**config.mk**
```make
export PLATFORM = sky130hd
export DESIGN_NAME = descending_key_tag_quicksort_top
export DESIGN_NICKNAME = d
export VERILOG_FILES = /design/src/sv/dkq_pkg.sv /design/src/sv/dkq_store.sv /design/src/sv/descending_key_tag_quicksort_top.sv
export SDC_FILE = /design/constraint.sdc
export NUM_CORES = 2
export LEC_CHECK = 0
export ABC_CLOCK_PERIOD_IN_PS = 7050
export BUFFER_PORTS_ARGS = -buffer_cell sky130_fd_sc_hd__buf_4
export CAP_MARGIN = 20
export CELL_PAD_IN_SITES_DETAIL_PLACEMENT = 1
export CELL_PAD_IN_SITES_GLOBAL_PLACEMENT = 1
export CORE_ASPECT_RATIO = 1.4
export CORE_MARGIN = 4
export CORE_UTILIZATION = 48
export CTS_CLUSTER_SIZE = 14
export DETAILED_ROUTE_END_ITERATION = 8
export PLACE_DENSITY = 0.67
export SYNTH_ARGS = -nofsm -noshare
export SYNTH_HDL_FRONTEND = slang
export SYNTH_SLANG_ARGS = --single-unit
```
**constraint.sdc**
```tcl
create_clock -name clk -period 7.05 [get_ports clk]
set_input_delay 1.41 -clock clk [delete_from_list [all_inputs] [get_ports clk]]
set_output_delay 1.41 -clock clk [all_outputs]
set_load 0.02 [all_outputs]
```
**src/sv/dkq_pkg.sv**
```systemverilog
`timescale 1ns / 1ps
`default_nettype none
package dkq_pkg;
  localparam int MAX_ITEMS_DEF = 64;
  localparam int KEY_BITS_DEF  = 32;
  localparam int TAG_BITS_DEF  = 16;
endpackage
`default_nettype wire

```
**src/sv/dkq_store.sv**
```systemverilog
`timescale 1ns / 1ps
`default_nettype none
module dkq_store #(
  parameter int DEPTH = dkq_pkg::MAX_ITEMS_DEF,
  parameter int WIDTH = 48,
  localparam int AW = (DEPTH > 1) ? $clog2(DEPTH) : 1
) (
  input  wire logic             clk,
  input  wire logic             we,
  input  wire logic [AW-1:0]    waddr,
  input  wire logic [WIDTH-1:0] wdata,
  input  wire logic [AW-1:0]    raddr,
  output logic      [WIDTH-1:0] rdata
);
  logic [WIDTH-1:0] mem [DEPTH];

  always_ff @(posedge clk) begin
    if (we) begin
      mem[waddr] <= wdata;
    end
    rdata <= mem[raddr];
  end
endmodule
`default_nettype wire

```
**src/sv/descending_key_tag_quicksort_top.sv**
```systemverilog
`timescale 1ns / 1ps
`default_nettype none
// Descending key/tag sorter.
// Input stream s_axis: tdata = {ordinal, distance}, tlast marks the final
// item of a set. Items load one beat per cycle into an item memory; items
// beyond MAX_ITEMS are dropped, and a dropped tlast beat still starts the sort.
// After the tlast beat, s_axis_tready drops and a Hoare quicksort (middle
// pivot, explicit range stack) runs with one memory read port and one write
// port under a small sequencer. A range pop with pivot fetch steps through
// the stack read, pop, pivot address and pivot read states; each scan step
// is an address state then a registered read check, each swap writes both
// items in turn, and the right then left push checks follow.
// The sorted run then streams out on m_axis, largest distance first, with
// tlast on the final beat; each beat is read, then presented, and once the
// final beat is taken the block returns to loading.
// A stalled receiver holds the output register and the sequencer waits.
// Reset empties the set and returns to loading; memory contents are kept.
module descending_key_tag_quicksort_top #(
  parameter int MAX_ITEMS = dkq_pkg::MAX_ITEMS_DEF,
  parameter int KEY_BITS  = dkq_pkg::KEY_BITS_DEF,
  parameter int TAG_BITS  = dkq_pkg::TAG_BITS_DEF,
  localparam int DW = ((KEY_BITS + TAG_BITS + 7) / 8) * 8
) (
  input  wire logic          clk,
  input  wire logic          rst,
  input  wire logic          s_axis_tvalid,
  output logic               s_axis_tready,
  input  wire logic [DW-1:0] s_axis_tdata,   // distance, ordinal, zero fill
  input  wire logic          s_axis_tlast,   // last_item
  output logic               m_axis_tvalid,
  input  wire logic          m_axis_tready,
  output logic      [DW-1:0] m_axis_tdata,   // sorted_distance, sorted_ordinal, zero fill
  output logic               m_axis_tlast    // last_result
);
  localparam int AW = (MAX_ITEMS > 1) ? $clog2(MAX_ITEMS) : 1;
  localparam int CW = $clog2(MAX_ITEMS + 1);
  localparam int IW = KEY_BITS + TAG_BITS;
  localparam int SW = AW + 2;

  typedef enum logic [3:0] {
    S_LOAD, S_INIT, S_POPRD, S_POP, S_PIVRD, S_PIV, S_LRD, S_LCHK,
    S_HRD, S_HCHK, S_SWA, S_SWB, S_PUSHR, S_PUSHL, S_ORD, S_OUT
  } state_t;

  state_t state;
  logic [CW-1:0] count;
  logic [AW-1:0] lo, hi;
  logic signed [SW-1:0] sl, sh;
  logic signed [SW-1:0] lo_s, hi_s;
  logic [KEY_BITS-1:0] pivot;
  logic [IW-1:0] item_l, item_h;
  logic [CW-1:0] sp;
  logic [AW-1:0] stk_lo [MAX_ITEMS];
  logic [AW-1:0] stk_hi [MAX_ITEMS];
  logic [AW-1:0] pop_lo, pop_hi;
  logic [CW-1:0] oidx;

  logic          we;
  logic [AW-1:0] waddr, raddr;
  logic [IW-1:0] wdata, rdata;
  logic [AW:0]   mid_sum;
  logic [KEY_BITS-1:0] rkey;

  assign rkey = rdata[KEY_BITS-1:0];
  assign mid_sum = {1'b0, lo} + {1'b0, hi};
  assign lo_s = {2'b00, lo};
  assign hi_s = {2'b00, hi};
  assign s_axis_tready = (state == S_LOAD);

  dkq_store #(.DEPTH(MAX_ITEMS), .WIDTH(IW)) u_store (
    .clk(clk), .we(we), .waddr(waddr), .wdata(wdata), .raddr(raddr), .rdata(rdata)
  );

  always_ff @(posedge clk) begin
    pop_lo <= stk_lo[sp[AW-1:0] - AW'(1)];
    pop_hi <= stk_hi[sp[AW-1:0] - AW'(1)];
  end

  always_comb begin
    we = 1'b0;
    waddr = sl[AW-1:0];
    wdata = item_h;
    raddr = sl[AW-1:0];
    unique case (state)
      S_LOAD: begin
        we = s_axis_tvalid && (count < CW'(MAX_ITEMS));
        waddr = count[AW-1:0];
        wdata = s_axis_tdata[IW-1:0];
      end
      S_PIVRD: raddr = mid_sum[AW:1];
      S_LRD: raddr = sl[AW-1:0];
      S_HRD: raddr = sh[AW-1:0];
      S_SWA: begin
        we = 1'b1;
        waddr = sl[AW-1:0];
        wdata = item_h;
      end
      S_SWB: begin
        we = 1'b1;
        waddr = sh[AW-1:0];
        wdata = item_l;
      end
      S_ORD: raddr = oidx[AW-1:0];
      default: raddr = sl[AW-1:0];
    endcase
  end

  always_ff @(posedge clk) begin
    if (rst) begin
      state <= S_LOAD;
      count <= '0;
      sp <= '0;
      sl <= '0;
      sh <= '0;
      pivot <= '0;
      m_axis_tvalid <= 1'b0;
    end else begin
      unique case (state)
        S_LOAD: if (s_axis_tvalid) begin
          if (count < CW'(MAX_ITEMS)) count <= count + CW'(1);
          if (s_axis_tlast) state <= S_INIT;
        end
        S_INIT: begin
          oidx <= '0;
          if (count > CW'(1)) begin
            stk_lo[AW'(0)] <= '0;
            stk_hi[AW'(0)] <= AW'(count - CW'(1));
            sp <= CW'(1);
            state <= S_POPRD;
          end else begin
            sp <= '0;
            state <= S_ORD;
          end
        end
        // let the stack read register settle on the current top
        S_POPRD: state <= S_POP;
        S_POP: begin
          if (sp == '0) begin
            state <= S_ORD;
          end else begin
            sp <= sp - CW'(1);
            lo <= pop_lo; hi <= pop_hi;
            sl <= {2'b00, pop_lo}; sh <= {2'b00, pop_hi};
            state <= S_PIVRD;
          end
        end
        S_PIVRD: state <= S_PIV;
        S_PIV: begin
          pivot <= rkey;
          state <= S_LRD;
        end
        S_LRD: state <= S_LCHK;
        S_LCHK: begin
          if (rkey > pivot && sl < hi_s) begin
            sl <= sl + SW'(1);
            state <= S_LRD;
          end else begin
            item_l <= rdata;
            state <= S_HRD;
          end
        end
        S_HRD: state <= S_HCHK;
        S_HCHK: begin
          if (pivot > rkey && sh > lo_s) begin
            sh <= sh - SW'(1);
            state <= S_HRD;
          end else if (sl <= sh) begin
            item_h <= rdata;
            state <= S_SWA;
          end else begin
            state <= S_PUSHR;
          end
        end
        S_SWA: state <= S_SWB;
        S_SWB: begin
          // advance both scans past the swapped pair
          sl <= sl + SW'(1);
          sh <= sh - SW'(1);
          if (sl + SW'(1) <= sh - SW'(1)) state <= S_LRD;
          else state <= S_PUSHR;
        end
        S_PUSHR: begin
          if (sl < hi_s && sp < CW'(MAX_ITEMS)) begin
            stk_lo[sp[AW-1:0]] <= sl[AW-1:0];
            stk_hi[sp[AW-1:0]] <= hi;
            sp <= sp + CW'(1);
          end
          state <= S_PUSHL;
        end
        S_PUSHL: begin
          if (lo_s < sh && sp < CW'(MAX_ITEMS)) begin
            stk_lo[sp[AW-1:0]] <= lo;
            stk_hi[sp[AW-1:0]] <= sh[AW-1:0];
            sp <= sp + CW'(1);
          end
          state <= S_POPRD;
        end
        S_ORD: begin
          if (!m_axis_tvalid || m_axis_tready) begin
            m_axis_tvalid <= 1'b0;
            if (oidx == count) begin
              count <= '0;
              state <= S_LOAD;
            end else begin
              state <= S_OUT;
            end
          end
        end
        S_OUT: begin
          m_axis_tvalid <= 1'b1;
          m_axis_tdata <= DW'(rdata);
          m_axis_tlast <= (oidx + CW'(1) == count);
          oidx <= oidx + CW'(1);
          state <= S_ORD;
        end
        default: state <= S_LOAD;
      endcase
    end
  end

  a_ready_load: assert property (@(posedge clk) disable iff (rst)
    s_axis_tready |-> !m_axis_tvalid)
    else $error("output pending while loading");
  a_out_hold: assert property (@(posedge clk) disable iff (rst)
    m_axis_tvalid && !m_axis_tready |=>
      m_axis_tvalid && $stable(m_axis_tdata) && $stable(m_axis_tlast))
    else $error("output beat changed while stalled");
  a_count_cap: assert property (@(posedge clk) disable iff (rst)
    count <= CW'(MAX_ITEMS)) else $error("count overflow");
  a_stack_cap: assert property (@(posedge clk) disable iff (rst)
    sp <= CW'(MAX_ITEMS)) else $error("stack overflow");
endmodule
`default_nettype wire

```
==> results.sh <==
export IMPL_status="completed"
export IMPL_met3WireLength_um=33000
export IMPL_clock_root_buffer="clkbuf_16"
export IMPL_topRoutingLayerUsed="met5"
export IMPL_tns_ns=0
export IMPL_synthesis_area_mm2=0.161
export IMPL_async_reset_ff_share_pct=0
export IMPL_via_per_inst=6.27
export IMPL_end_kind="register"
export IMPL_wl_met2_um=249000
export IMPL_synthesis_nets=9616
export IMPL_clk_latency_ns=0.97
export IMPL_core_area_mm2=0.334
export IMPL_cts_buffers=395
export IMPL_drt_pass1_iter_count=5
export IMPL_worst_pin_slew_ns=1.34
export IMPL_finalNetCount=9934
export IMPL_critPathArrivalTime_ns=6.17
export IMPL_dieArea_mm2=0.345
export IMPL_seq_area_frac_synth_pct=76.2
export IMPL_ant_nets=0
export IMPL_area_growth_pct=12.8
export IMPL_cap_violations=0
export IMPL_hold_path_class="register to register"
export IMPL_netlist_cell_type_count=82
export IMPL_rsz0062_at_grt="false"
export IMPL_post_route_period_util_pct=79.4
export IMPL_ys_ff_latch=4131
export IMPL_worst_slack_ns=1.45
export IMPL_start_kind="register"
export IMPL_antenna_found_initial=23
export IMPL_p_leak_nw=59.8
export IMPL_syn_instance_count=9485
export IMPL_ios=104
export IMPL_drt_iter0_drc=10200
export IMPL_cts_tree="yes"
export IMPL_worst_path_max_fanout=32
export IMPL_clock_path_buffers=4
export IMPL_final_hold_viol_count=0
export IMPL_dp_slack_ns=1.32
export IMPL_place_gp_congestion=0.865
export IMPL_overflow=0
export IMPL_wl_met1_um=185000
export IMPL_initial_utilization_pct=48.2
export IMPL_drcViolationCount=0
export IMPL_wire_per_inst_um=33.6
export IMPL_multi_input_area_mm2=0.0362
export IMPL_skew_ns=0.0619
export IMPL_postSynthAreaPerCell_um2=17.0
export IMPL_cts_sinks=4131
export IMPL_fillCellCount=30200
export IMPL_cts_resized=0
export IMPL_final_common_cell="edfxtp_1"
export IMPL_whs_ns=0.435
export IMPL_postCtsSetupRepairBufs=0
export IMPL_period_needed_ns=5.60
export IMPL_crit_type="register to register"
export IMPL_grt_pass1_vias=95700
export IMPL_yosysWarnings=0
export IMPL_synthDominantCellAreaShare_pct=74.7
export IMPL_synth_edf_count=4004
export IMPL_setup_viol=0
export IMPL_ir_drop_uv=419
export IMPL_num_vias=91300
export IMPL_grt_max_degree=132
export IMPL_die_h_um=693
export IMPL_numPortBuffers=103
export IMPL_clk_pin_slew_ns=0.07
export IMPL_cts_htree_levels=5
export IMPL_die_w_um=498
export IMPL_ctsHoldBuffers=0
export IMPL_yosys_top_cells_area="edfxtp_1 (75%), mux4_2 (8.9%), nand2_1 (4.0%), nand3_1 (2.5%), dfxtp_1 (1.6%)"
export IMPL_yosysTopAreaCell="edfxtp_1"
export IMPL_cp_required_ns=7.63
export IMPL_grtUsageTotal_pct=28.1
export IMPL_wirelength_um=489000
export IMPL_ys_flop_type="edfxtp_1"
export IMPL_slew_violations=0
export IMPL_post_dp_hpwl_um=288000
export IMPL_row_count=251
export IMPL_grt_pass1_wl_um=702000
export IMPL_regArea_mm2=0.123
export IMPL_layout_common_cells="edfxtp_1 (4004), nand2_1 (1683), nand3_1 (798), mux4_2 (639), a21oi_1 (446)"
export IMPL_post_route_cells_drive_above_1_share_pct=18.1
export IMPL_slew_headroom_pct=10.5
export IMPL_powerDensity_mw_per_mm2=422
export IMPL_clock_fmax_ghz=0.179
[cells by family (layout without fill, tap and decap cells)]
logic type | count (synthesis) | count (layout) | share of synthesized area (%)
flip-flops | 4131 | 4131 | 76.2
AND/OR/NAND/NOR | 3054 | 3054 | 8.37
AO/OA/AOI/OAI | 838 | 838 | 3.18
multiplexers | 720 | 720 | 9.44
buffers and inverters | 615 | 1250 | 1.87
adder cells (fa/ha/maj) | 78 | 78 | 0.615
XOR/XNOR | 49 | 49 | 0.267
other | 0 | 11 | 0
[cells in the mapped netlist (all sizes together) (7+ instances only)]
master	count
edfxtp	4004
nand2	1732
nand3	798
mux4	639
a21oi	448
buf	282
clkbuf	273
nor2	199
a22oi	194
dfxtp	127
nor4	91
mux2i	81
ha	76
inv	59
nand4	52
and3	45
a31oi	42
o21ai	41
and4	40
xnor2	28
nor3	26
xor2	21
o211ai	19
a21o	15
or3	15
or4	15
o22a	12
nand2b	11
a211oi	10
and2	8
a22o	7
nor2b	7
[per-stage QoR]
step	util (%)	std cells	power [mW]	cell area [um^2]
2_1_floorplan	-	9485	45.8	161000
3_3_place_gp	50.5	13800	55.3	169000
3_5_place_dp	50.6	13800	56.2	169000
4_1_cts	54.3	14500	76.9	181000
5_1_grt	54.4	14600	79.3	182000
6_report	54.4	14600	76.7	182000
[path summary, 6_finish.rpt]
path,start,end,slack (ns),cells after the start
setup / recovery,state[3],u_store.mem[28][19],1.45,10
hold / removal,pop_lo[4],lo[4],0.43,0
hold reg to reg,pop_lo[4],lo[4],0.43,0
setup reg to reg,state[3],u_store.mem[28][19],1.45,10
[power by group]
group          switching [mW]  internal, mW
Clock                    9.22          11.7
Sequential              0.783          33.6
Combinational            16.5          4.97
Total                    26.5          50.3
[flip-flops by register name, summed over array words and instances, names as in the netlist, 8 cells and up]
| signal | flops |
|---|---|
| stk_hi | 384 |
| m_axis_tdata | 48 |
| sh | 8 |
| item_l | 48 |
| sl | 8 |
| u_store.rdata | 48 |
| stk_lo | 384 |
| u_store.mem | 3072 |
| item_h | 48 |
| pivot | 32 |
[worst max-delay path, stage by stage (launching register included)]
cell	delay (ns)
dfxtp_1	0.83
clkinv_1	0.49
nor3_2	0.26
buf_4	0.35
nor2_4	0.21
nand2_1	0.25
nand2_1	0.20
a21oi_1	0.29
nand2_1	0.53
nor2_4	1.00
buf_4	0.69
[metal layers]
metal	up-vias	track usage (%)
li1	37600	-
met1	48800	36.4
met2	3989	48.5
met3	928	3.67
met4	4	11.2
met5	-	0
[cell type report]
cell class / instances / share of cell area (%)
Sequential cell: 4131 / 67.6
Multi-Input combinational cell: 4739 / 19.9
Clock buffer: 514 / 5.89
Tap cell: 4427 / 3.05
Timing Repair Buffer: 476 / 2.43
Clock inverter: 200 / 0.971
Inverter: 60 / 0.124
Antenna cell: 11 / 0.0152
No activity file was read; power rests on OpenSTA's default activity.
